`src/sv/ccf_pkg.sv`:
```
// Shared types, constants and saturation helpers for the compression force block.
`timescale 1ns / 1ps
`default_nettype none
package ccf_pkg;

  // Working width of all sums and intermediates.
  typedef logic signed [47:0] wide_t;

  localparam wide_t WIDE_MAX = 48'sh7FFF_FFFF_FFFF;

  // pi/3 in Q32, rounded to the fraction width where it is used.
  localparam logic [63:0] PI_THIRD_Q32 = 64'd4497679235;

  // Configuration register indexes.
  localparam logic [7:0] CFG_ENERGY = 8'd0;
  localparam logic [7:0] CFG_TARGET = 8'd1;

  // Operations of the shared iterative arithmetic unit.
  typedef enum logic [1:0] {
    OP_MUL,
    OP_DIV,
    OP_SQRT
  } alu_op_t;

  typedef struct packed {
    logic    start;
    alu_op_t op;
  } alu_req_t;

  typedef struct packed {
    logic  done;
    wide_t res;
  } alu_rsp_t;

  // One classified pair as it travels from the front to the back.
  typedef struct packed {
    logic [15:0]      idx;
    logic [30:0]      ri;
    logic [30:0]      rj;
    logic [2:0][32:0] d;
    logic [63:0]      dsq;
    logic             add;
    logic             last;
  } pair_t;

  // Sign-extend a working value to 64 bits.
  function automatic logic signed [63:0] wx(input wide_t v);
    return {{16{v[47]}}, v};
  endfunction

  // Clip a 64-bit value to the symmetric 48-bit working range.
  function automatic wide_t sat48(input logic signed [63:0] v);
    wide_t r;
    if (v > 64'sh7FFF_FFFF_FFFF) begin
      r = WIDE_MAX;
    end else if (v < -64'sh7FFF_FFFF_FFFF) begin
      r = -WIDE_MAX;
    end else begin
      r = v[47:0];
    end
    return r;
  endfunction

  // Clip a working value to the symmetric 32-bit output range.
  function automatic logic signed [31:0] sat32(input wide_t v);
    logic signed [31:0] r;
    if (v > 48'sh0000_7FFF_FFFF) begin
      r = 32'sh7FFF_FFFF;
    end else if (v < -48'sh0000_7FFF_FFFF) begin
      r = -32'sh7FFF_FFFF;
    end else begin
      r = v[31:0];
    end
    return r;
  endfunction

endpackage
`default_nettype wire

```
`src/sv/ccf_queue.sv`:
```
// Two-entry queue of classified pairs between the front and the back.
`timescale 1ns / 1ps
`default_nettype none
module ccf_queue (
  input  logic            clk,
  input  logic            rst,
  input  logic            push_valid,
  output logic            push_ready,
  input  ccf_pkg::pair_t  push_data,
  output logic            pop_valid,
  input  logic            pop_ready,
  output ccf_pkg::pair_t  pop_data
);

  ccf_pkg::pair_t slot [2];
  logic [1:0]     count;
  logic           wp;
  logic           rp;
  logic           do_push;
  logic           do_pop;

  assign push_ready = (count != 2'd2);
  assign pop_valid  = (count != 2'd0);
  assign pop_data   = slot[rp];
  assign do_push    = push_valid && push_ready;
  assign do_pop     = pop_valid && pop_ready;

  // Storage.
  always_ff @(posedge clk) begin
    if (do_push) begin
      slot[wp] <= push_data;
    end
  end

  // Pointers and fill level.
  always_ff @(posedge clk) begin
    if (rst) begin
      count <= '0;
      wp    <= 1'b0;
      rp    <= 1'b0;
    end else begin
      if (do_push) begin
        wp <= ~wp;
      end
      if (do_pop) begin
        rp <= ~rp;
      end
      count <= count + 2'(do_push) - 2'(do_pop);
    end
  end

endmodule
`default_nettype wire

```
`config.mk`:
```
export PLATFORM = sky130hd
export DESIGN_NAME = ccf_queue
export DESIGN_NICKNAME = d
export VERILOG_FILES = /design/src/sv/ccf_pkg.sv /design/src/sv/ccf_queue.sv
export SDC_FILE = /design/constraint.sdc
export NUM_CORES = 1
export LEC_CHECK = 0
export BUFFER_PORTS_ARGS = -buffer_cell sky130_fd_sc_hd__buf_4
export CORE_AREA = 3 3 190 192
export DETAILED_ROUTE_END_ITERATION = 16
export DIE_AREA = 0 0 193 195
export PLACE_DENSITY = 0.89
export REMOVE_ABC_BUFFERS = 1
export SLEW_MARGIN = 15
export SYNTH_ARGS = -nofsm -noshare
export SYNTH_HDL_FRONTEND = slang
export SYNTH_SLANG_ARGS = --single-unit
```
`constraint.sdc`:
```
create_clock -name clk -period 20.6 [get_ports clk]
set_input_delay 6.18 -clock clk [delete_from_list [all_inputs] [get_ports clk]]
set_output_delay 6.18 -clock clk [all_outputs]
set_load 0.02 [all_outputs]
```
==> impl_metrics.tcl <==
set metrics [dict create \
    status "finished clean" \
    multi_input_area_um2 2870 \
    drc 0 \
    final.period_utilization 0.470 \
    hold_class "reg2reg" \
    clk_pin_slew_worst_paths_ns 0.06 \
    drtIter0Drc 457 \
    async_flop_share 0 \
    reg2reg_slack_ns 17.31 \
    setup.worst_path.start_class "flop" \
    r2r_start "count[0]" \
    ys_ff_latch 491 \
    hold_depth 2 \
    regArea_um2 14700 \
    cts_resized 0 \
    start_util 0.516 \
    fill_cells 2110 \
    cts_tree "built" \
    hold_violations 0 \
    synth_edf_count 486 \
    cts.sinks 491 \
    ant_nets 0 \
    ios 492 \
    total_power_mw 2.91 \
    cp.depth 4 \
    finalSetupViolCount 0 \
    portBuffers 491 \
    leakagePower_nw 8.61 \
    rows 68 \
    yosys-top-cells-count "edfxtp_1, mux2_2, buf_6" \
    postCtsSetupBuffers 0 \
    dp.cells 1707 \
    worstPathMaxFanout 68 \
    worst_pin_slew_ns 1.02 \
    wirelength_mm 41.0 \
    stdcell_count 1794 \
    clock-root-buffer "clkbuf_16" \
    synthCells 780 \
    cts_buffer_depth 3 \
    gp_congestion 0.800 \
    grt_pass1_vias 10112 \
    min_period_ns 9.67 \
    yosys_warnings 0 \
    syn2layout_area_growth_pct 30.8 \
    synth_most_common_cell "edfxtp_1" \
    path_common_cell "buf_4" \
    layout.nets 1551 \
    synth.top_cell.area_share 0.819 \
    hold_buffers 0 \
    rsz0062_at_grt "false" \
    synth_cell_types 16 \
    viasPerCell 5.18 \
    end_kind "output pin" \
    post_drt_wl_per_cell_um 22.8 \
    cp_data_arrival_time_ns 3.49 \
    drive_gt1_frac 0.603 \
    cp_num_buf_inv 3 \
    synthesis.area_um2 17800 \
    grt_start_max_net_pins 157 \
    clk_latency_ns 0.56 \
    report.final.slew_viol_count 0 \
    overflow 0 \
    ys_top_cells_by_area "edfxtp_1, mux2_2, buf_6, dfxtp_1, buf_2" \
    crit_type "reg2out" \
    clock.fmax_ghz 0.103 \
    max-cap-violations 0 \
    finClkSkew_ns 0.0157 \
    die_area_um2 37600 \
    maxSlewHeadroom 0.318 \
    grt_pass1_wl_mm 59.4 \
    cts_made_buffers 48 \
    fp.dieH_um 195 \
    slowest_delay_ns 0.80 \
    antenna_found_initial 0 \
    cts.htree.levels 2 \
    track_usage 0.211 \
    required_ns 14.42 \
    yosys.area.top_type "edfxtp_1" \
    hpwl_mm 27.8 \
    critical_path.slowest_cell "buf_4" \
    core-area_um2 34500 \
    syn_avg_cell_area_um2 22.8 \
    critPathTopFamily "buffers and inverters" \
    hold_start "rp" \
    ir_drop_mv 0.103 \
    die_w_um 193 \
    crit_chain "buf_4 > buf_4 > mux2_2 > buf_4" \
    seq_area_frac_synth 0.825 \
    power_density_nw_per_um2 125 \
    antenna_cells 0 \
    drt-pass1-iter-count 5 \
    reg2reg_depth 5 \
    dr_total_vias 9296 \
    synth_ff_type "edfxtp_1" \
    setup_tns_ns 0 \
]
==> area by class of cell <==
class	count	area share
Multi-Input combinational cell	261	0.123
Timing Repair Buffer	499	0.161
Clock buffer	64	0.0550
Inverter	1	0.000161
Tap cell	455	0.0244
Sequential cell	491	0.631
Clock inverter	23	0.00526
==> report_power, final <==
group / switching (mW) / total (mW) / internal, mW
Clock: 0.350 / 0.788 / 0.438
Combinational: 0.460 / 0.825 / 0.366
Sequential: 0.0416 / 1.30 / 1.26
==> path summary, 6_finish.rpt <==
check                  endpoint
setup / recovery  pop_data[177]
hold / removal             flop
setup reg to reg   slot[0][138]
hold reg to reg            flop
==> flip-flops by register name, summed over array words and instances (netlist names), named ones only <==
name	flops
rp	1
slot	486
count	2
wp	1
==> worst register-to-register path, stage by stage, from the launching register on <==
cell      delay [ns]
dfxtp_1         0.37
nand2b_1        0.20
nand2_1         0.15
nor2_4          0.48
buf_12          0.72
buf_4           0.95
==> cells by family (layout without fill, tap and decap cells) <==
group | count (synthesis) | in the layout | share of synthesized area
buffers and inverters | 28 | 587 | 0.0148
flip-flops | 491 | 491 | 0.825
XOR/XNOR | 3 | 3 | 0.00147
adder cells (fa/ha/maj) | 2 | 2 | 0.00140
multiplexers | 244 | 244 | 0.154
AND/OR/NAND/NOR | 11 | 11 | 0.00302
AO/OA/AOI/OAI | 1 | 1 | 0.000421
==> placed cells by master, fill, tap and decap left out <==
master,n
and3_4,1
buf_12,1
buf_4,498
clkbuf_1,15
clkbuf_16,49
clkinv_1,11
clkinv_2,5
clkinvlp_4,4
dfxtp_1,4
dfxtp_4,1
edfxtp_1,486
ha_1,2
inv_1,1
inv_6,3
mux2_2,244
nand2_1,1
nand2b_1,1
nor2_1,4
nor2_4,1
nor2b_1,2
o21a_1,1
or2_2,1
xnor2_1,2
xor2_1,1
==> per-layer routing <==
layer | wire (um) | track usage | share of wire | up-vias
met4 | 1440 | 0.0897 | 0.035 | 0
met3 | 3680 | 0.0697 | 0.090 | 75
met5 | 0 | 0 | 0 | -
met1 | 13700 | 0.223 | 0.33 | 4638
met2 | 22100 | 0.383 | 0.54 | 428
li1 | - | - | - | 4155
==> metrics by stage <==
step	worst slack, ns	instance area [um^2]	hold slack [ns]	util
after floorplan	3.41	17600	0.481	-
after global placement	11.64	21900	0.496	0.634
after detailed placement	11.54	21900	0.512	0.634
after CTS	10.89	23300	0.538	0.675
after global routing	10.75	23300	0.564	0.675
final	10.93	23300	0.551	0.675
Power figures use the tool's default switching activity.
