==> config.mk <==
export PLATFORM = sky130hd
export DESIGN_NAME = ccf_front_flat
export DESIGN_NICKNAME = d
export VERILOG_FILES = /design/src/sv/ccf_pkg.sv /design/src/sv/ccf_ifs.sv /design/src/sv/ccf_front.sv /design/src/flat_wrapper.sv
export SDC_FILE = /design/constraint.sdc
export NUM_CORES = 2
export LEC_CHECK = 0
export CAP_MARGIN = 20
export CORE_MARGIN = 8
export CORE_UTILIZATION = 62
export DETAILED_ROUTE_END_ITERATION = 8
export DONT_BUFFER_PORTS = 1
export GPL_TIMING_DRIVEN = 1
export PLACE_DENSITY = 0.91
export SLEW_MARGIN = 0
export SYNTH_ARGS = -nofsm -noshare
export SYNTH_HDL_FRONTEND = slang
export SYNTH_SLANG_ARGS = --single-unit
==> constraint.sdc <==
create_clock -name clk -period 11.14 [get_ports clk]
set_input_delay 1.114 -clock clk [delete_from_list [all_inputs] [get_ports clk]]
set_output_delay 1.114 -clock clk [all_outputs]
set_load 0.01 [all_outputs]
==> src/sv/ccf_pkg.sv <==
// Shared types, constants and saturation helpers for the compression force block.
`timescale 1ns / 1ps
`default_nettype none
package ccf_pkg;

  // Working width of all sums and intermediates.
  typedef logic signed [47:0] wide_t;

  localparam wide_t WIDE_MAX = 48'sh7FFF_FFFF_FFFF;

  // pi/3 in Q32, rounded to the fraction width where it is used.
  localparam logic [63:0] PI_THIRD_Q32 = 64'd4497679235;

  // Configuration register indexes.
  localparam logic [7:0] CFG_ENERGY = 8'd0;
  localparam logic [7:0] CFG_TARGET = 8'd1;

  // Operations of the shared iterative arithmetic unit.
  typedef enum logic [1:0] {
    OP_MUL,
    OP_DIV,
    OP_SQRT
  } alu_op_t;

  typedef struct packed {
    logic    start;
    alu_op_t op;
  } alu_req_t;

  typedef struct packed {
    logic  done;
    wide_t res;
  } alu_rsp_t;

  // One classified pair as it travels from the front to the back.
  typedef struct packed {
    logic [15:0]      idx;
    logic [30:0]      ri;
    logic [30:0]      rj;
    logic [2:0][32:0] d;
    logic [63:0]      dsq;
    logic             add;
    logic             last;
  } pair_t;

  // Sign-extend a working value to 64 bits.
  function automatic logic signed [63:0] wx(input wide_t v);
    return {{16{v[47]}}, v};
  endfunction

  // Clip a 64-bit value to the symmetric 48-bit working range.
  function automatic wide_t sat48(input logic signed [63:0] v);
    wide_t r;
    if (v > 64'sh7FFF_FFFF_FFFF) begin
      r = WIDE_MAX;
    end else if (v < -64'sh7FFF_FFFF_FFFF) begin
      r = -WIDE_MAX;
    end else begin
      r = v[47:0];
    end
    return r;
  endfunction

  // Clip a working value to the symmetric 32-bit output range.
  function automatic logic signed [31:0] sat32(input wide_t v);
    logic signed [31:0] r;
    if (v > 48'sh0000_7FFF_FFFF) begin
      r = 32'sh7FFF_FFFF;
    end else if (v < -48'sh0000_7FFF_FFFF) begin
      r = -32'sh7FFF_FFFF;
    end else begin
      r = v[31:0];
    end
    return r;
  endfunction

endpackage
`default_nettype wire

==> src/sv/ccf_ifs.sv <==
// Handshake interfaces for the pair input, force output and configuration write channels.
`timescale 1ns / 1ps
`default_nettype none
interface ccf_pair_if;
  logic               valid;
  logic               ready;
  logic [15:0]        cell_index;
  logic signed [31:0] cell_x;
  logic signed [31:0] cell_y;
  logic signed [31:0] cell_z;
  logic [30:0]        cell_radius;
  logic signed [31:0] nbr_x;
  logic signed [31:0] nbr_y;
  logic signed [31:0] nbr_z;
  logic [30:0]        nbr_radius;
  logic               pair_valid;
  logic               last_pair;

  modport source (output valid, cell_index, cell_x, cell_y, cell_z, cell_radius,
                  nbr_x, nbr_y, nbr_z, nbr_radius, pair_valid, last_pair,
                  input ready);
  modport sink (input valid, cell_index, cell_x, cell_y, cell_z, cell_radius,
                nbr_x, nbr_y, nbr_z, nbr_radius, pair_valid, last_pair,
                output ready);
endinterface

`default_nettype wire

==> src/sv/ccf_front.sv <==
// Front end: accepts pairs, forms the offset vector and decides whether the pair overlaps.
`timescale 1ns / 1ps
`default_nettype none
module ccf_front #(
  parameter int DIMENSIONS = 3,
  parameter int INDEX_BITS = 16
) (
  input  logic            clk,
  input  logic            rst,
  ccf_pair_if.sink        pairs,
  output logic            push_valid,
  input  logic            push_ready,
  output ccf_pkg::pair_t  push_data
);

  localparam logic [1:0]  AX_LAST  = 2'(DIMENSIONS - 1);
  localparam logic [15:0] IDX_MASK = (INDEX_BITS >= 16) ? 16'hFFFF
                                     : 16'((64'd1 << INDEX_BITS) - 64'd1);

  typedef enum logic [1:0] {
    F_IDLE,
    F_SQ,
    F_CMP,
    F_PUSH
  } fstate_t;

  fstate_t         st;
  logic [1:0]      ax;
  ccf_pkg::pair_t  w;
  logic            ok;

  logic signed [31:0] cpos [3];
  logic signed [31:0] npos [3];
  logic [31:0]        big;
  logic signed [32:0] dk;
  logic [32:0]        m;
  logic [63:0]        sq;
  logic [64:0]        s;

  assign cpos[0] = pairs.cell_x;
  assign cpos[1] = pairs.cell_y;
  assign cpos[2] = pairs.cell_z;
  assign npos[0] = pairs.nbr_x;
  assign npos[1] = pairs.nbr_y;
  assign npos[2] = pairs.nbr_z;

  // Square of one axis of the offset, added to the running squared distance.
  assign big = {1'b0, w.ri} + {1'b0, w.rj};
  assign dk  = $signed(w.d[ax]);
  assign m   = dk[32] ? 33'(-dk) : 33'(dk);
  assign sq  = m[31:0] * m[31:0];
  assign s   = {1'b0, w.dsq} + {1'b0, sq};

  assign pairs.ready = (st == F_IDLE);
  assign push_valid  = (st == F_PUSH);
  assign push_data   = w;

  always_ff @(posedge clk) begin
    if (rst) begin
      st <= F_IDLE;
      ax <= '0;
    end else begin
      case (st)
        F_IDLE: begin
          if (pairs.valid) begin
            w.idx  <= pairs.cell_index & IDX_MASK;
            w.ri   <= pairs.cell_radius;
            w.rj   <= pairs.nbr_radius;
            w.dsq  <= '0;
            w.add  <= pairs.pair_valid;
            w.last <= pairs.last_pair;
            for (int k = 0; k < 3; k++) begin
              w.d[k] <= (k < DIMENSIONS)
                        ? {npos[k][31], npos[k]} - {cpos[k][31], cpos[k]} : 33'd0;
            end
            ok <= 1'b1;
            ax <= '0;
            st <= F_SQ;
          end
        end
        F_SQ: begin
          if (m >= {1'b0, big} || s[64]) begin
            ok <= 1'b0;
          end
          w.dsq <= s[63:0];
          if (ax == AX_LAST) begin
            st <= F_CMP;
          end else begin
            ax <= ax + 2'd1;
          end
        end
        F_CMP: begin
          w.add <= w.add & ok & (w.dsq < big * big);
          st    <= F_PUSH;
        end
        F_PUSH: begin
          if (push_ready) begin
            st <= F_IDLE;
          end
        end
        default: st <= F_IDLE;
      endcase
    end
  end

endmodule
`default_nettype wire

==> src/flat_wrapper.sv <==
// flat-port wrapper written by rule: the top's interface ports become plain ports
module ccf_front_flat 
#(
  parameter int DIMENSIONS = 3,
  parameter int INDEX_BITS = 16
)
  (clk, rst, push_valid, push_ready, push_data, pairs_valid, pairs_cell_index, pairs_cell_x, pairs_cell_y, pairs_cell_z, pairs_cell_radius, pairs_nbr_x, pairs_nbr_y, pairs_nbr_z, pairs_nbr_radius, pairs_pair_valid, pairs_last_pair, pairs_ready);
  ccf_pair_if pairs_i ();
  input  logic clk;
  input  logic rst;
  output logic push_valid;
  input  logic push_ready;
  output ccf_pkg::pair_t push_data;
  input wire logic [$bits(pairs_i.valid)-1:0] pairs_valid;
  input wire logic [$bits(pairs_i.cell_index)-1:0] pairs_cell_index;
  input wire logic [$bits(pairs_i.cell_x)-1:0] pairs_cell_x;
  input wire logic [$bits(pairs_i.cell_y)-1:0] pairs_cell_y;
  input wire logic [$bits(pairs_i.cell_z)-1:0] pairs_cell_z;
  input wire logic [$bits(pairs_i.cell_radius)-1:0] pairs_cell_radius;
  input wire logic [$bits(pairs_i.nbr_x)-1:0] pairs_nbr_x;
  input wire logic [$bits(pairs_i.nbr_y)-1:0] pairs_nbr_y;
  input wire logic [$bits(pairs_i.nbr_z)-1:0] pairs_nbr_z;
  input wire logic [$bits(pairs_i.nbr_radius)-1:0] pairs_nbr_radius;
  input wire logic [$bits(pairs_i.pair_valid)-1:0] pairs_pair_valid;
  input wire logic [$bits(pairs_i.last_pair)-1:0] pairs_last_pair;
  output wire logic [$bits(pairs_i.ready)-1:0] pairs_ready;
  assign pairs_i.valid = pairs_valid;
  assign pairs_i.cell_index = pairs_cell_index;
  assign pairs_i.cell_x = pairs_cell_x;
  assign pairs_i.cell_y = pairs_cell_y;
  assign pairs_i.cell_z = pairs_cell_z;
  assign pairs_i.cell_radius = pairs_cell_radius;
  assign pairs_i.nbr_x = pairs_nbr_x;
  assign pairs_i.nbr_y = pairs_nbr_y;
  assign pairs_i.nbr_z = pairs_nbr_z;
  assign pairs_i.nbr_radius = pairs_nbr_radius;
  assign pairs_i.pair_valid = pairs_pair_valid;
  assign pairs_i.last_pair = pairs_last_pair;
  assign pairs_ready = pairs_i.ready;
  ccf_front #(.DIMENSIONS(DIMENSIONS), .INDEX_BITS(INDEX_BITS)) u_core (.clk(clk), .rst(rst), .pairs(pairs_i), .push_valid(push_valid), .push_ready(push_ready), .push_data(push_data));
endmodule
==> impl_results.md, run 1 <==
- Die Wd: 365.1 um
- Post-GRT worst EP: u_core.push_data[1]$_DFFE_PP_/D
- Sink Count: approximately 250
- Synth top area share: 0.4434
- Core Rows: between 100 and 150
- Ys async rst share: 0
- Max Root-Sink Buffers: 3
- GR Util All Layers: 0.5609
- H-tree levels: 1
- Post-synthesis sequential area ratio: 0.09806
- Dominant cells by area after synthesis: fa_1, ha_1, inv_1
- Post-DP HPWL: 234.0 mm
- IO Port Bufs: 0
- Status: aborted with a tool error
- Place WS: -1.344 ns
- Initial Util: 0.6223
- Syn avg cell area: between 9 and 10 um^2
- CTS root buf: clkbuf_16
- Gpl congestion: between 1 and 1.5
- Largest area contributor in the netlist: fa_1
- Die Ht: between 300 and 400 um
- Synth Cell Area: approximately 0.076 mm^2
- GRT overflow: 93
- Err: [ERROR GRT-0232] Routing congestion too high. Check the congestion heatmap in the GUI.
- #FFs+latches synth: 248
- Yosys warning count: 0
- Number of CTS-inserted buffers: 31
- IO Pins: 521
- Post-synth cell types: slightly above 80
- Fail Step: global routing (5_1_grt)
- Synth Flop Type: edfxtp_1
- Post-synth EDFFs: ~240
- Syn_nets: between 10000 and 15000
- Pin count of the biggest net entering global routing: around 150
- Worst EP Category: register data pin
- Mapped Cells: about 8000
## synth_stat cells, types with 18 or more instances
master and n:
nand3_1 58, a31oi_1 25, nor3_1 45, clkbuf_1 208, clkinv_1 20, and2_1 34, o211ai_1 18, nand2b_1 50
fa_1 1673, mux2i_1 38, nand4_1 53, ha_1 756, a21o_1 206, and3_1 18, a21oi_1 278, xnor2_1 171
nand2_1 623, o21bai_1 36, o21ai_0 123, xor2_1 114, inv_1 2179, edfxtp_1 244, nor2b_1 49, nor2_1 698
o21a_1 26, a211oi_1 21, o2bb2ai_1 29
## what timing repair did
action                     in CTS
hold endpoints to repair        0
setup buffers                  19
pin swaps                      34
setup endpoints to repair       8
gates resized for setup        63
hold buffers                    0
## kinds of logic after synthesis
| group | after synthesis | synth area share |
|---|---|---|
| mux | 41 | 0.005482 |
| buf+inv | 2432 | 0.1216 |
| compound gates | 886 | 0.07679 |
| xor+xnor | 286 | 0.03326 |
| simple gates | 1697 | 0.09612 |
| flops | 248 | 0.09806 |
| fa+ha+maj | 2430 | 0.5687 |
## metal layers
| layer | overflow | GRT usage |
|---|---|---|
| met5 | 0 | 0.2795 |
| met4 | 33 | 0.5591 |
| met3 | 7 | 0.4544 |
| met2 | 50 | 0.7332 |
| met1 | 3 | 0.5056 |
## metrics by stage
| step | TNS (ns) | utilization | instance area, um^2 | instances |
|---|---|---|---|---|
| 4_1_cts | -0.8980 | 0.6976 | 84690 | 10270 |
| 3_5_place_dp | -1.933 | 0.6848 | 83130 | 10190 |
| 3_3_place_gp | -0.7300 | 0.6848 | 83130 | 10190 |
| 2_1_floorplan | -0.009554 | - | 75750 | 8020 |
==> run 2: changes to the inputs <==
CORE_UTILIZATION = 40   (was 62)
PLACE_DENSITY = default   (was 0.91)
PLACE_DENSITY_LB_ADDON = 0.15   (was default)
clock period = 14.48 ns   (was 11.14 ns; I/O delays follow)
==> run 2 against run 1 <==
- the run now ends clean
- synthesized cell count unchanged
- area after synthesis unchanged
==> impl_results.md, run 2 <==
- Status: complete, no violations
- Final Instance Count excl. Fillers: around 11000
- Fin crit share: 0.9527
- Place WS: 0.5739 ns (+1.918 ns)
- CP max stage delay: between 0.6 and 0.7 ns
- Slew Limit Fails: 0
- Dominant cells by area after synthesis: fa_1, ha_1, inv_1
- Mapped Cells: 8020 (unchanged)
- Worst EP arrival: 14.29 ns
- GRT overflow: 0
- Ys async rst share: 0 (unchanged)
- Post-DP HPWL: 209.6 mm (-10%)
- CTS tree: done
- Worst Skew: ~0.055 ns
- Fillers: ~19000
- Largest area contributor in the netlist: fa_1
- Number of max-cap violations: 0
- Slowest CP cell: a2111oi_0
- Core area: 0.1878 mm^2
- Cells after DPL: 10430 (+2.4%)
- Max Root-Sink Buffers: 3 (unchanged)
- Max FFs per register: ~240
- CTS root buf: clkbuf_16
- Critical path type: reg -> reg
- Fmax: 72.49 MHz
- Syn avg cell area: 9.419 um^2 (unchanged)
- Nets: 10680
- Pin count of the biggest net entering global routing: 61
- IO Pins: 521 (unchanged)
- Setup WS post-layout: approximately 0.68 ns
- Die Ht: 450.6 um (+23%)
- Initial drt markers: ~3600
- Synth top area share: 0.4434 (unchanged)
- Synth top cells by count: inv_1, fa_1, ha_1
- Post-synthesis sequential area ratio: 0.09806 (unchanged)
- Yosys warning count: 0 (unchanged)
- Detailed Route WL: 252.2 mm
- Core Rows: 159 (+24%)
- Number of global-route vias before repair: around 60000
- Synth Flop Type: edfxtp_1
- Worst Path Required: roughly 15 ns
- Hold Path Class: reg -> reg
- Worst slew pin tran: 1.175 ns
- Number of CTS-inserted buffers: 36 (+16%)
- Avg WL per Cell: 24.01 um
- Post-synth cell types: 81 (unchanged)
- Most common cell after layout, fill and taps aside: inv_1
- CTS clk-pin slew, worst paths: approximately 0.060 ns
- Most common cell in the netlist: inv_1
- GR Util met1: 0.3267
- Vias: 54390
- Worst Setup End Kind: flip-flop
- IO Port Bufs: 0 (unchanged)
- Gpl congestion: 0.9237 (-19%)
- Global-route wire length before repair: 383.0 mm
- Cell Area, Placed: 0.07928 mm^2 (-4.6%)
- Layout cell share with drive strength beyond 1: 0.03773
- Relative slew margins: 0.2156
- H-tree levels: 2 (+1)
- Met2 Use GR: 0.4155
- Pre-antenna DRT Iters: 6
- Critical path fanouts, max: 9
- Area delta synth->final: 6.609%
- Post-CTS setup buffers: 0 (-19)
- Synth Cell Area: 0.07554 mm^2 (unchanged)
- DRC: 0
- Die Wd: 450.6 um (+23%)
- Gr busiest metal: met2
- Min Tclk post-route: between 10 and 15 ns
- Initial Util: 0.4022 (-0.2200)
- Clk_lat worst skew: between 0.6 and 0.7 ns
- Reg2reg setup slack: slightly below 0.7 ns
- Post-route ant nets: 0
- #FFs+latches synth: 248 (unchanged)
- Die footprint: 0.2030 mm^2
- Hold Fails Final Rpt: 0
- Initial antenna violation count: 5
- Multi-input gate area: 0.05937 mm^2
- Syn_nets: 10730 (unchanged)
- Startpoint Class: flip-flop
- GR Util All Layers: 0.2499
- FF+latch area: about 0.0074 mm^2
- Routed vias/inst: approximately 5.2
- Post-route cell area: roughly 0.081 mm^2
- Sink Count: 248 (unchanged)
- Met3 GRT Util: 0.05140
- Highest-count cells in the layout ignoring fill and taps: inv_1, fa_1, ha_1
- # setup viols final: 0
- Post-synth EDFFs: 244 (unchanged)
==> run 2: cell counts after synthesis <==
No cell type changed its count.
==> run 2: repair_timing <==
action,4_1_cts,5_1_grt
endpoints found under the setup margin,0,1
gates resized for setup,0,1
hold buffers,0,0
==> run 2: final cells by class <==
| cell class | instances | area share |
|---|---|---|
| Tap cell | 2495 | 0.03876 |
| Inverter | 2201 | 0.1026 |
| Antenna cell | 6 | 0.0001864 |
| Clock buffer | 45 | 0.01161 |
| Multi-Input combinational cell | 5340 | 0.7372 |
| Sequential cell | 248 | 0.09201 |
| Clock inverter | 20 | 0.003682 |
| Timing Repair Buffer | 150 | 0.01398 |
==> run 2: stage by stage <==
step,util,hold WS [ns],TNS [ns]
6_report,0.4288,0.5434,0
5_1_grt,0.4288,0.6004,-0.008109
4_1_cts,0.4287,0.5472,0
3_5_place_dp,0.4222,0.5324,0
3_3_place_gp,0.4222,0.5210,0
2_1_floorplan,-,0.5106,0
==> run 2: critical path: cells and delay by family, from the launching register on <==
kind,cells,cell delay [ns]
AND/OR/NAND/NOR,4,0.63
AO/OA/AOI/OAI,26,5.91
XOR/XNOR,1,0.20
buffers and inverters,4,1.04
flip-flops,1,0.49
adder cells (fa/ha/maj),11,5.11
multiplexers,1,0.27
==> run 2: per-layer routing <==
metal | vias to the layer above | wire [um]
met4 | 4 | 10400
met5 | - | 27
li1 | 24230 | -
met3 | 380 | 19480
met1 | 27790 | 103900
met2 | 1980 | 118400
==> run 2: cells by family (layout without fill, tap and decap cells) <==
kind of cell               count (synthesis)  count (layout)  share of synthesized area
muxes                                     41              41                   0.005482
adders and majority gates               2430            2430                     0.5687
other                                      0               6                          0
xor gates and xnor gates                 286             286                    0.03326
AOI/OAI and AO/OA                        886             886                    0.07679
DFF                                      248             248                    0.09806
and+or+nand+nor                         1697            1697                    0.09612
buffers and inverters                   2432            2416                     0.1216
==> run 2: worst paths after layout <==
check | from | end | cells after the start
min | u_core.st[0] | u_core.st[0] | 2
max reg2reg | u_core.push_data[168] | u_core.push_data[1] | 47
max | u_core.push_data[168] | u_core.push_data[1] | 47
min reg2reg | u_core.st[0] | u_core.st[0] | 2
Power of run 2 is not shown: default switching activity piles up to over one toggle a cycle in this logic, so the estimate is an artifact.
