## src/sv/ccf_pkg.sv

```systemverilog
// Shared types, constants and saturation helpers for the compression force block.
`timescale 1ns / 1ps
`default_nettype none
package ccf_pkg;

  // Working width of all sums and intermediates.
  typedef logic signed [47:0] wide_t;

  localparam wide_t WIDE_MAX = 48'sh7FFF_FFFF_FFFF;

  // pi/3 in Q32, rounded to the fraction width where it is used.
  localparam logic [63:0] PI_THIRD_Q32 = 64'd4497679235;

  // Configuration register indexes.
  localparam logic [7:0] CFG_ENERGY = 8'd0;
  localparam logic [7:0] CFG_TARGET = 8'd1;

  // Operations of the shared iterative arithmetic unit.
  typedef enum logic [1:0] {
    OP_MUL,
    OP_DIV,
    OP_SQRT
  } alu_op_t;

  typedef struct packed {
    logic    start;
    alu_op_t op;
  } alu_req_t;

  typedef struct packed {
    logic  done;
    wide_t res;
  } alu_rsp_t;

  // One classified pair as it travels from the front to the back.
  typedef struct packed {
    logic [15:0]      idx;
    logic [30:0]      ri;
    logic [30:0]      rj;
    logic [2:0][32:0] d;
    logic [63:0]      dsq;
    logic             add;
    logic             last;
  } pair_t;

  // Sign-extend a working value to 64 bits.
  function automatic logic signed [63:0] wx(input wide_t v);
    return {{16{v[47]}}, v};
  endfunction

  // Clip a 64-bit value to the symmetric 48-bit working range.
  function automatic wide_t sat48(input logic signed [63:0] v);
    wide_t r;
    if (v > 64'sh7FFF_FFFF_FFFF) begin
      r = WIDE_MAX;
    end else if (v < -64'sh7FFF_FFFF_FFFF) begin
      r = -WIDE_MAX;
    end else begin
      r = v[47:0];
    end
    return r;
  endfunction

  // Clip a working value to the symmetric 32-bit output range.
  function automatic logic signed [31:0] sat32(input wide_t v);
    logic signed [31:0] r;
    if (v > 48'sh0000_7FFF_FFFF) begin
      r = 32'sh7FFF_FFFF;
    end else if (v < -48'sh0000_7FFF_FFFF) begin
      r = -32'sh7FFF_FFFF;
    end else begin
      r = v[31:0];
    end
    return r;
  endfunction

endpackage
`default_nettype wire

```

## src/sv/ccf_ifs.sv

```systemverilog
// Handshake interfaces for the pair input, force output and configuration write channels.
`timescale 1ns / 1ps
`default_nettype none


interface ccf_force_if;
  logic               valid;
  logic               ready;
  logic [15:0]        force_cell;
  logic signed [31:0] force_x;
  logic signed [31:0] force_y;
  logic signed [31:0] force_z;

  modport source (output valid, force_cell, force_x, force_y, force_z, input ready);
  modport sink (input valid, force_cell, force_x, force_y, force_z, output ready);
endinterface

interface ccf_cfg_if;
  logic        valid;
  logic        ready;
  logic [7:0]  index;
  logic [31:0] data;

  modport source (output valid, index, data, input ready);
  modport sink (input valid, index, data, output ready);
endinterface
`default_nettype wire

```

## src/sv/ccf_alu.sv

```systemverilog
// Shared iterative unit: fixed-point multiply, fixed-point divide and integer square root.
`timescale 1ns / 1ps
`default_nettype none
module ccf_alu #(
  parameter int FRACTION_BITS = 16
) (
  input  logic               clk,
  input  logic               rst,
  input  ccf_pkg::alu_req_t  req,
  input  logic [63:0]        a,
  input  ccf_pkg::wide_t     b,
  output ccf_pkg::alu_rsp_t  rsp
);

  localparam int DVW = 48 + FRACTION_BITS;
  localparam int CW  = $clog2(DVW + 1);

  logic                busy;
  logic                fin;
  ccf_pkg::alu_op_t    opr;
  logic                neg;
  logic [CW-1:0]       cnt;
  logic [95:0]         acc;
  logic [47:0]         mc;
  logic [47:0]         dvsr;
  logic [DVW-1:0]      dvd;
  logic [47:0]         rem;
  logic [47:0]         q;
  logic                over;
  logic [63:0]         sv;
  logic [35:0]         srem;
  logic [31:0]         root;

  ccf_pkg::wide_t a48;
  logic [47:0]    ua;
  logic [47:0]    ub;
  logic [48:0]    msum;
  logic [48:0]    r2;
  logic           dge;
  logic [35:0]    sr2;
  logic [35:0]    trial;
  logic           sge;
  logic [47:0]    mag;

  // Operand magnitudes at start.
  assign a48 = a[47:0];
  assign ua  = a48[47] ? 48'(-a48) : 48'(a48);
  assign ub  = b[47] ? 48'(-b) : 48'(b);

  // One step of each operation.
  assign msum  = {1'b0, acc[95:48]} + (acc[0] ? {1'b0, mc} : 49'd0);
  assign r2    = {rem, dvd[DVW-1]};
  assign dge   = r2 >= {1'b0, dvsr};
  assign sr2   = {srem[33:0], sv[63:62]};
  assign trial = {2'b00, root, 2'b01};
  assign sge   = sr2 >= trial;

  always_ff @(posedge clk) begin
    if (rst) begin
      busy <= 1'b0;
      fin  <= 1'b0;
    end else begin
      if (req.start) begin
        fin  <= 1'b0;
        busy <= 1'b1;
        opr  <= req.op;
        neg  <= a48[47] ^ b[47];
        acc  <= {48'd0, ub};
        mc   <= ua;
        dvsr <= ub;
        dvd  <= {ua, {FRACTION_BITS{1'b0}}};
        rem  <= '0;
        q    <= '0;
        over <= 1'b0;
        sv   <= a;
        srem <= '0;
        root <= '0;
        case (req.op)
          ccf_pkg::OP_MUL:  cnt <= CW'(48);
          ccf_pkg::OP_DIV:  cnt <= CW'(DVW);
          ccf_pkg::OP_SQRT: cnt <= CW'(32);
          default:          cnt <= CW'(48);
        endcase
      end else if (busy) begin
        case (opr)
          ccf_pkg::OP_MUL: begin
            acc <= {msum, acc[47:1]};
          end
          ccf_pkg::OP_DIV: begin
            rem  <= dge ? 48'(r2 - {1'b0, dvsr}) : r2[47:0];
            dvd  <= {dvd[DVW-2:0], 1'b0};
            over <= over | q[47];
            q    <= {q[46:0], dge};
          end
          ccf_pkg::OP_SQRT: begin
            srem <= sge ? sr2 - trial : sr2;
            root <= {root[30:0], sge};
            sv   <= {sv[61:0], 2'b00};
          end
          default: begin
            acc <= acc;
          end
        endcase
        cnt <= cnt - CW'(1);
        fin <= (cnt == CW'(1));
        if (cnt == CW'(1)) begin
          busy <= 1'b0;
        end
      end else begin
        fin <= 1'b0;
      end
    end
  end

  // Final magnitude with saturation, then the sign.
  always_comb begin
    case (opr)
      ccf_pkg::OP_MUL: begin
        if (|acc[95:47+FRACTION_BITS]) begin
          mag = 48'(ccf_pkg::WIDE_MAX);
        end else begin
          mag = {1'b0, acc[46+FRACTION_BITS:FRACTION_BITS]};
        end
      end
      ccf_pkg::OP_DIV: begin
        if (dvsr == 48'd0) begin
          mag = '0;
        end else if (over || q[47]) begin
          mag = 48'(ccf_pkg::WIDE_MAX);
        end else begin
          mag = q;
        end
      end
      default: mag = {16'd0, root};
    endcase
  end

  assign rsp.done = fin;
  assign rsp.res  = (opr != ccf_pkg::OP_SQRT && neg) ? -$signed(mag) : $signed(mag);

endmodule
`default_nettype wire

```

## src/sv/ccf_back.sv

```systemverilog
// Back end: lens volume and gradient accumulation per pair, force on the last pair.
`timescale 1ns / 1ps
`default_nettype none
module ccf_back #(
  parameter int DIMENSIONS    = 3,
  parameter int FRACTION_BITS = 16
) (
  input  logic            clk,
  input  logic            rst,
  input  logic            head_valid,
  output logic            head_pop,
  input  ccf_pkg::pair_t  head,
  ccf_cfg_if.sink         cfg,
  ccf_force_if.source     forces
);

  localparam logic [1:0]  AX_LAST = 2'(DIMENSIONS - 1);
  localparam logic [63:0] PI3_64  = (ccf_pkg::PI_THIRD_Q32 + (64'd1 << (31 - FRACTION_BITS)))
                                    >> (32 - FRACTION_BITS);
  localparam logic [63:0] K4_64   = ((ccf_pkg::PI_THIRD_Q32 << 2)
                                    + (64'd1 << (31 - FRACTION_BITS))) >> (32 - FRACTION_BITS);
  localparam ccf_pkg::wide_t PI3  = PI3_64[47:0];
  localparam ccf_pkg::wide_t K4   = K4_64[47:0];
  localparam ccf_pkg::wide_t ONE  = 48'(64'd1 << FRACTION_BITS);

  typedef enum logic [4:0] {
    B_IDLE, B_SQRT, B_TAIL, B_POP,
    B_RI2, B_RJ2, B_D2, B_XIJ, B_DXD, B_XX, B_RX, B_DP, B_DV,
    B_GM, B_GD, B_HH, B_HC, B_CAP,
    B_V1, B_V2, B_V3, B_C1, B_C2, B_F, B_OUT
  } bstate_t;

  bstate_t             st;
  logic                issued;
  logic [1:0]          k;
  logic [30:0]         ce;
  logic [30:0]         vt;
  ccf_pkg::wide_t      ov;
  ccf_pkg::wide_t      grad [3];
  ccf_pkg::wide_t      fk [3];
  ccf_pkg::wide_t      dij;
  ccf_pkg::wide_t      ri2;
  ccf_pkg::wide_t      xij;
  ccf_pkg::wide_t      dxdd;
  ccf_pkg::wide_t      poly;
  ccf_pkg::wide_t      dv;
  ccf_pkg::wide_t      tmp;
  logic                ovalid;
  logic [15:0]         ocell;
  logic signed [31:0]  oforce [3];

  ccf_pkg::alu_req_t   req;
  ccf_pkg::alu_rsp_t   rsp;
  logic [63:0]         opa;
  ccf_pkg::wide_t      opb;
  logic                arith;
  ccf_pkg::wide_t      ri;
  ccf_pkg::wide_t      dk;
  ccf_pkg::wide_t      hgt;
  ccf_pkg::wide_t      two_h;
  logic                out_free;

  ccf_alu #(
    .FRACTION_BITS (FRACTION_BITS)
  ) u_alu (
    .clk (clk),
    .rst (rst),
    .req (req),
    .a   (opa),
    .b   (opb),
    .rsp (rsp)
  );

  assign ri       = {17'd0, head.ri};
  assign dk       = {{15{head.d[k][32]}}, head.d[k]};
  assign hgt      = ccf_pkg::sat48(ccf_pkg::wx(ri) - ccf_pkg::wx(xij));
  assign two_h    = ccf_pkg::sat48(ccf_pkg::wx(ri) + ccf_pkg::wx(ri) - ccf_pkg::wx(xij));
  assign out_free = !ovalid || forces.ready;

  // Operation and operands of each arithmetic step.
  always_comb begin
    arith = 1'b1;
    req.op = ccf_pkg::OP_MUL;
    opa = '0;
    opb = '0;
    case (st)
      B_SQRT: begin req.op = ccf_pkg::OP_SQRT; opa = head.dsq; end
      B_RI2:  begin opa = 64'(ri); opb = ri; end
      B_RJ2:  begin opa = {33'd0, head.rj}; opb = {17'd0, head.rj}; end
      B_D2:   begin opa = 64'(dij); opb = dij; end
      B_XIJ:  begin req.op = ccf_pkg::OP_DIV; opa = ccf_pkg::wx(tmp); opb = dij <<< 1; end
      B_DXD:  begin req.op = ccf_pkg::OP_DIV; opa = ccf_pkg::wx(xij); opb = dij; end
      B_XX:   begin opa = ccf_pkg::wx(xij); opb = xij; end
      B_RX:   begin opa = 64'(ri); opb = xij; end
      B_DP:   begin opa = ccf_pkg::wx(dxdd); opb = poly; end
      B_DV:   begin opa = 64'(PI3); opb = tmp; end
      B_GM:   begin opa = ccf_pkg::wx(dv); opb = dk; end
      B_GD:   begin req.op = ccf_pkg::OP_DIV; opa = ccf_pkg::wx(tmp); opb = dij; end
      B_HH:   begin opa = ccf_pkg::wx(hgt); opb = hgt; end
      B_HC:   begin opa = ccf_pkg::wx(tmp); opb = two_h; end
      B_CAP:  begin opa = 64'(PI3); opb = tmp; end
      B_V1:   begin opa = 64'(ri); opb = ri; end
      B_V2:   begin opa = ccf_pkg::wx(tmp); opb = ri; end
      B_V3:   begin opa = 64'(K4); opb = tmp; end
      B_C1: begin
        opa = {33'd0, ce};
        opb = ccf_pkg::sat48(ccf_pkg::wx({17'd0, vt}) - ccf_pkg::wx(tmp));
      end
      B_C2:   begin req.op = ccf_pkg::OP_DIV; opa = ccf_pkg::wx(tmp); opb = {17'd0, vt}; end
      B_F:    begin opa = ccf_pkg::wx(tmp); opb = grad[k]; end
      default: arith = 1'b0;
    endcase
    req.start = arith && !issued;
  end

  assign cfg.ready     = 1'b1;
  assign head_pop      = (st == B_POP) || (st == B_OUT && out_free);
  assign forces.valid  = ovalid;
  assign forces.force_cell = ocell;
  assign forces.force_x    = oforce[0];
  assign forces.force_y    = oforce[1];
  assign forces.force_z    = oforce[2];

  // Sequencer, accumulators, configuration and output register.
  always_ff @(posedge clk) begin
    if (rst) begin
      st     <= B_IDLE;
      issued <= 1'b0;
      k      <= '0;
      ovalid <= 1'b0;
      ov     <= '0;
      ce     <= 31'd327680;
      vt     <= 31'd327680;
      for (int i = 0; i < 3; i++) begin
        grad[i] <= '0;
      end
    end else begin
      if (cfg.valid) begin
        case (cfg.index)
          ccf_pkg::CFG_ENERGY: ce <= cfg.data[30:0];
          ccf_pkg::CFG_TARGET: vt <= cfg.data[30:0];
          default: ;
        endcase
      end
      // A word leaving in the cycle a new one is loaded is handled in B_OUT.
      if (ovalid && forces.ready && st != B_OUT) begin
        ovalid <= 1'b0;
      end
      if (req.start) begin
        issued <= 1'b1;
      end else if (rsp.done) begin
        issued <= 1'b0;
      end
      case (st)
        B_IDLE: begin
          if (head_valid) begin
            st <= head.add ? B_SQRT : B_TAIL;
          end
        end
        B_TAIL: st <= head.last ? B_V1 : B_POP;
        B_POP:  st <= B_IDLE;
        B_SQRT: if (rsp.done) begin
          dij <= rsp.res;
          st  <= (rsp.res == '0) ? B_TAIL : B_RI2;
        end
        B_RI2: if (rsp.done) begin ri2 <= rsp.res; st <= B_RJ2; end
        B_RJ2: if (rsp.done) begin tmp <= rsp.res; st <= B_D2; end
        B_D2: if (rsp.done) begin
          tmp <= ccf_pkg::sat48(ccf_pkg::wx(ri2) - ccf_pkg::wx(tmp) + ccf_pkg::wx(rsp.res));
          st  <= B_XIJ;
        end
        B_XIJ: if (rsp.done) begin xij <= rsp.res; st <= B_DXD; end
        B_DXD: if (rsp.done) begin
          dxdd <= ccf_pkg::sat48(ccf_pkg::wx(ONE) - ccf_pkg::wx(rsp.res));
          st   <= B_XX;
        end
        B_XX: if (rsp.done) begin tmp <= rsp.res; st <= B_RX; end
        B_RX: if (rsp.done) begin
          poly <= ccf_pkg::sat48(64'sd5 * ccf_pkg::wx(ri2) + 64'sd3 * ccf_pkg::wx(tmp)
                                 - 64'sd8 * ccf_pkg::wx(rsp.res));
          st   <= B_DP;
        end
        B_DP: if (rsp.done) begin tmp <= rsp.res; st <= B_DV; end
        B_DV: if (rsp.done) begin dv <= rsp.res; k <= '0; st <= B_GM; end
        B_GM: if (rsp.done) begin tmp <= rsp.res; st <= B_GD; end
        B_GD: if (rsp.done) begin
          grad[k] <= ccf_pkg::sat48(ccf_pkg::wx(grad[k]) + ccf_pkg::wx(rsp.res));
          if (k == AX_LAST) begin
            st <= B_HH;
          end else begin
            k  <= k + 2'd1;
            st <= B_GM;
          end
        end
        B_HH: if (rsp.done) begin tmp <= rsp.res; st <= B_HC; end
        B_HC: if (rsp.done) begin tmp <= rsp.res; st <= B_CAP; end
        B_CAP: if (rsp.done) begin
          ov <= ccf_pkg::sat48(ccf_pkg::wx(ov) + ccf_pkg::wx(rsp.res));
          st <= B_TAIL;
        end
        B_V1: if (rsp.done) begin tmp <= rsp.res; st <= B_V2; end
        B_V2: if (rsp.done) begin tmp <= rsp.res; st <= B_V3; end
        B_V3: if (rsp.done) begin
          tmp <= ccf_pkg::sat48(ccf_pkg::wx(rsp.res) - ccf_pkg::wx(ov));
          st  <= B_C1;
        end
        B_C1: if (rsp.done) begin tmp <= rsp.res; st <= B_C2; end
        B_C2: if (rsp.done) begin tmp <= rsp.res; k <= '0; st <= B_F; end
        B_F: if (rsp.done) begin
          fk[k] <= -rsp.res;
          if (k == AX_LAST) begin
            st <= B_OUT;
          end else begin
            k <= k + 2'd1;
          end
        end
        B_OUT: begin
          if (out_free) begin
            ovalid <= 1'b1;
            ocell  <= head.idx;
            for (int i = 0; i < 3; i++) begin
              oforce[i] <= (i < DIMENSIONS) ? ccf_pkg::sat32(fk[i]) : 32'sd0;
              grad[i]   <= '0;
            end
            ov <= '0;
            st <= B_IDLE;
          end
        end
        default: st <= B_IDLE;
      endcase
    end
  end

endmodule
`default_nettype wire

```

## src/flat_wrapper.sv

```systemverilog
// flat-port wrapper written by rule: the top's interface ports become plain ports
module ccf_back_flat 
#(
  parameter int DIMENSIONS    = 3,
  parameter int FRACTION_BITS = 16
)
  (clk, rst, head_valid, head_pop, head, cfg_valid, cfg_index, cfg_data, cfg_ready, forces_valid, forces_force_cell, forces_force_x, forces_force_y, forces_force_z, forces_ready);
  ccf_cfg_if cfg_i ();
  ccf_force_if forces_i ();
  input  logic clk;
  input  logic rst;
  input  logic head_valid;
  output logic head_pop;
  input  ccf_pkg::pair_t head;
  input wire logic [$bits(cfg_i.valid)-1:0] cfg_valid;
  input wire logic [$bits(cfg_i.index)-1:0] cfg_index;
  input wire logic [$bits(cfg_i.data)-1:0] cfg_data;
  output wire logic [$bits(cfg_i.ready)-1:0] cfg_ready;
  output wire logic [$bits(forces_i.valid)-1:0] forces_valid;
  output wire logic [$bits(forces_i.force_cell)-1:0] forces_force_cell;
  output wire logic [$bits(forces_i.force_x)-1:0] forces_force_x;
  output wire logic [$bits(forces_i.force_y)-1:0] forces_force_y;
  output wire logic [$bits(forces_i.force_z)-1:0] forces_force_z;
  input wire logic [$bits(forces_i.ready)-1:0] forces_ready;
  assign cfg_i.valid = cfg_valid;
  assign cfg_i.index = cfg_index;
  assign cfg_i.data = cfg_data;
  assign cfg_ready = cfg_i.ready;
  assign forces_valid = forces_i.valid;
  assign forces_force_cell = forces_i.force_cell;
  assign forces_force_x = forces_i.force_x;
  assign forces_force_y = forces_i.force_y;
  assign forces_force_z = forces_i.force_z;
  assign forces_i.ready = forces_ready;
  ccf_back #(.DIMENSIONS(DIMENSIONS), .FRACTION_BITS(FRACTION_BITS)) u_core (.clk(clk), .rst(rst), .head_valid(head_valid), .head_pop(head_pop), .head(head), .cfg(cfg_i), .forces(forces_i));
endmodule
```

## config.mk

```make
export PLATFORM = sky130hd
export DESIGN_NAME = ccf_back_flat
export DESIGN_NICKNAME = d
export VERILOG_FILES = /design/src/sv/ccf_pkg.sv /design/src/sv/ccf_ifs.sv /design/src/sv/ccf_alu.sv /design/src/sv/ccf_back.sv /design/src/flat_wrapper.sv
export SDC_FILE = /design/constraint.sdc
export NUM_CORES = 2
export LEC_CHECK = 0
export ABC_AREA = 1
export BUFFER_PORTS_ARGS = -buffer_cell sky130_fd_sc_hd__buf_4
export CAP_MARGIN = 20
export CORE_MARGIN = 2
export CORE_UTILIZATION = 46
export DETAILED_ROUTE_END_ITERATION = 16
export PLACE_DENSITY = 0.59
export SLEW_MARGIN = 0
export SYNTH_ARGS = -nofsm -noshare
export SYNTH_HDL_FRONTEND = slang
export SYNTH_SLANG_ARGS = --single-unit
```

## constraint.sdc

```tcl
create_clock -name clk -period 17.6 [get_ports clk]
set_input_delay 0 -clock clk [delete_from_list [all_inputs] [get_ports clk]]
set_output_delay 0 -clock clk [all_outputs]
set_load 0.02 [all_outputs]
```

==> flow_summary_export.csv <==
group,metric,value,unit
status,outcome,"complete, no violations",
worst_setup_path,worstPathArrival,11.81,ns
timing,finalCritPeriodShare,63.24,%
worst_setup_path,crit_fanout,39,
drt,ant_nets,0,
yosys,synth_common_cells,"nand2_1, inv_1, nor2_1",
cts,clock_path_buffers,3,
cts,clk_latency,0.88,ns
cells_and_area,fillers,23980,
yosys,yosys_warnings,0,
timing,period_needed,11.13,ns
worst_setup_path,crit_path_start_kind,"flip-flop",
timing,tightest_slew,1.388,ns
global_routing,grt_max_degree,140,
cts,cts_tree,"done",
timing,setup_viol,0,
yosys,synthCells,14850,
die,die-area,0.2420,mm2
yosys,syn-num-nets,15930,
power_and_ir_drop,p_leak,0.05633,uW
drt,via_count,109500,
cells_and_area,final_nets,16360,
die,die_h,492.0,um
placed_design,port_buffers,400,
run,max_cap_viol_count,0,
cts,cts.sinks,1384,
global_routing,antenna_found_initial,60,
placed_design,dp_cells,18150,
worst_setup_path,rrSetupSlack,6.47,ns
yosys,syn_area,0.1095,mm2
cells_and_area,drive_gt1_share,6.931,%
worst_setup_path,worstReg2RegEnd,"u_core.tmp[2]",
yosys,synth.distinct_cells,72,
cts,numCtsBuffers,164,
cells_and_area,syn2layout_area_growth,12.90,%
yosys,synthFlopType,"edfxtp_1",
drt,dr.pass1.iters,7,
drt,wl_per_cell,28.52,um
power_and_ir_drop,power_density,170.4,mW/mm2
cts,root_buffer,"clkbuf_16",
placed_design,routabilityCongestion,1.157,
timing,rsz0062_at_grt,"no",
global_routing,grt_usage,42.51,%
cts,post_cts_buffers,0,
yosys,synth_seq_area_share,36.82,%
drt,drtIter0Drc,13700,
worst_setup_path,reg2reg_from,"u_core.u_alu.acc[86]",
worst_setup_path,cpMaxStageDelayCell,"clkinv_1",
yosys,async_reset_ff_share,0,%
yosys,synth_top_cell_by_area,"edfxtp_1",
drt,routed_wl,531.3,mm
worst_hold_path,min_path_type,"input port to flip-flop",
die,row_count,179,
global_routing,grt_pass1_wl,735.8,mm
worst_setup_path,cp_top_family,"simple AND/OR/NAND/NOR gates",
yosys,synth-edff-count,1261,
die,pin_count,403,
placed_design,dp_hpwl,420.1,mm
yosys,synth_top_cells_by_area,"edfxtp_1, nand2_1, ha_1",
cells_and_area,final_cells,18630,
global_routing,grt_overflow,0,
yosys,post-synth-top-count-cell,"nand2_1",
drt,avgViaCountPerCell,5.876,
drt,route.detailed.drc,0,
worst_setup_path,cp.required,18.28,ns
worst_hold_path,min_to,"u_core.vt[20]",
cts,ctsResizeCount,0,
worst_setup_path,path_buf_inv,5,
timing,fin_worst_skew,0.08786,ns
worst_setup_path,end_kind,"flip-flop",
die,die_w,492.0,um
timing,setup_tns,0,ns
worst_hold_path,min_from,"cfg_data[20]",
worst_hold_path,whs_path_depth,4,
timing,max_freq,0.08985,GHz
worst_setup_path,critical_path_class,"flip-flop to flip-flop",
timing,final_max_slew_viol_count,0,
cts,clk_pin_slew,0.06,ns
timing,hold_violations,0,
yosys,ys_seq_elements,1384,
global_routing,grt_pass1_vias,100300,
yosys,syn-mean-instance-area,7.378,um2
worst_setup_path,critPathMaxStageDelay,0.98,ns
yosys,synth_top_area_share,34.57,%
worst_setup_path,reg2regPathDepth,36,
die,initial_core_util,46.13,%
power_and_ir_drop,worst_ir_drop_vdd,155.8,uV
die,core,0.2374,mm2
cts,htreeDepth,4,
worst_setup_path,crit_path_frequent_cell,"nand2_1",
timing,slew_headroom,5.088,%
-- worst min-delay path: stages --
cell and delay [ns]:
dlygate4sd3_1 0.54, buf_4 0.14, o21ai_0 0.09, nor2_1 0.08
-- worst max path at each step --
stage / startpoint / slack [ns] / cells after the start / to
final: u_core.u_alu.acc[86] / 6.47 / 36 / u_core.tmp[2]
after global routing: u_core.u_alu.acc[86] / 6.11 / 36 / u_core.tmp[2]
after CTS: u_core.u_alu.acc[86] / 7.02 / 36 / u_core.tmp[2]
after detailed placement: u_core.u_alu.acc[86] / 7.16 / 36 / u_core.tmp[2]
after global placement: u_core.u_alu.acc[85] / 7.14 / 36 / u_core.tmp[7]
after floorplan: u_core.st[2] / 4.79 / 17 / u_core.u_alu.root[0]
-- cell type report --
cell class	count	area (um2)	area share, %
Sequential cell	1384	40330	32.62
Tap cell	3167	3963	3.205
Clock buffer	212	4399	3.558
Inverter	2011	7553	6.109
Clock inverter	93	1336	1.081
Antenna cell	54	135.1	0.1093
Multi-Input combinational cell	11000	60200	48.69
Timing Repair Buffer	712	5733	4.636
-- flip-flops by register name, summed over array words and instances (netlist names), 32 cells and up, named ones only --
signal and flops:
u_core.u_alu.dvsr 48, u_core.u_alu.root 32, u_core.ov 48, u_core.u_alu.acc 96
u_core.dv 48, u_core.fk 144, u_core.ri2 48, u_core.poly 48
u_core.oforce 96, u_core.u_alu.rem 48, u_core.xij 48, u_core.u_alu.srem 34
u_core.grad 192, u_core.tmp 48, u_core.u_alu.mc 48, u_core.u_alu.sv 64
u_core.u_alu.dvd 48, u_core.u_alu.q 48, u_core.dij 48, u_core.dxdd 48
-- layer usage --
layer / global-route usage [%] / up-vias / share of wire (%)
li1: - / 50410 / -
met1: 53.46 / 51900 / 39
met2: 62.40 / 5825 / 42
met3: 12.25 / 1318 / 11
met4: 30.35 / 26 / 8.5
met5: 0 / - / 0.031
-- timing repair --
| item | 4_1_cts | 5_1_grt |
|---|---|---|
| hold endpoints to repair | 165 | 0 |
| endpoints found under the setup margin | 0 | 0 |
| hold buffers | 117 | 0 |
-- cells in the final DEF (no fill, tap or decap), drive strengths merged, types with 178 or more instances in the layout --
master / netlist / routed
nand2: 4205 / 4205
inv: 2003 / 2010
nor2: 1612 / 1612
edfxtp: 1261 / 1261
a21oi: 1078 / 1078
o21ai: 873 / 873
ha: 690 / 690
buf: 97 / 594
nand3: 531 / 531
xor2: 392 / 392
nand4: 223 / 223
clkbuf: 355 / 212
xnor2: 178 / 178
-- power breakdown --
group          leakage [uW]  internal, uW  switching [uW]
clock network       0.00274          2120            1580
registers            0.0126          4750             213
logic                0.0410          3580            8830
-- stage by stage --
stage | power, uW | utilization [%] | hold WS (ns) | area, um2 | setup slack (ns)
after global routing | 22380 | 52.04 | 0.03968 | 123500 | 6.105
final | 21070 | 52.09 | 0.03533 | 123700 | 6.470
after detailed placement | 17020 | 49.06 | 0.1793 | 116500 | 7.161
after global placement | 16980 | 49.06 | 0.1778 | 116500 | 7.140
after floorplan | 13120 | - | 0.09887 | 109500 | 4.790
after CTS | 20770 | 51.96 | 0.01432 | 123400 | 7.020
-- cells by family (layout without fill, tap and decap cells) --
logic type / count (synthesis) / in the layout / synth area share (%)
simple gates: 6907 / 6907 / 25.86
flops: 1384 / 1384 / 36.82
compound gates: 2723 / 2723 / 14.36
fa+ha+maj: 797 / 797 / 9.838
other cells: 1 / 55 / 0.003424
buf+inv: 2463 / 3028 / 8.558
xor+xnor: 570 / 570 / 4.558
Note: power is estimated with default switching activity, not from simulation.
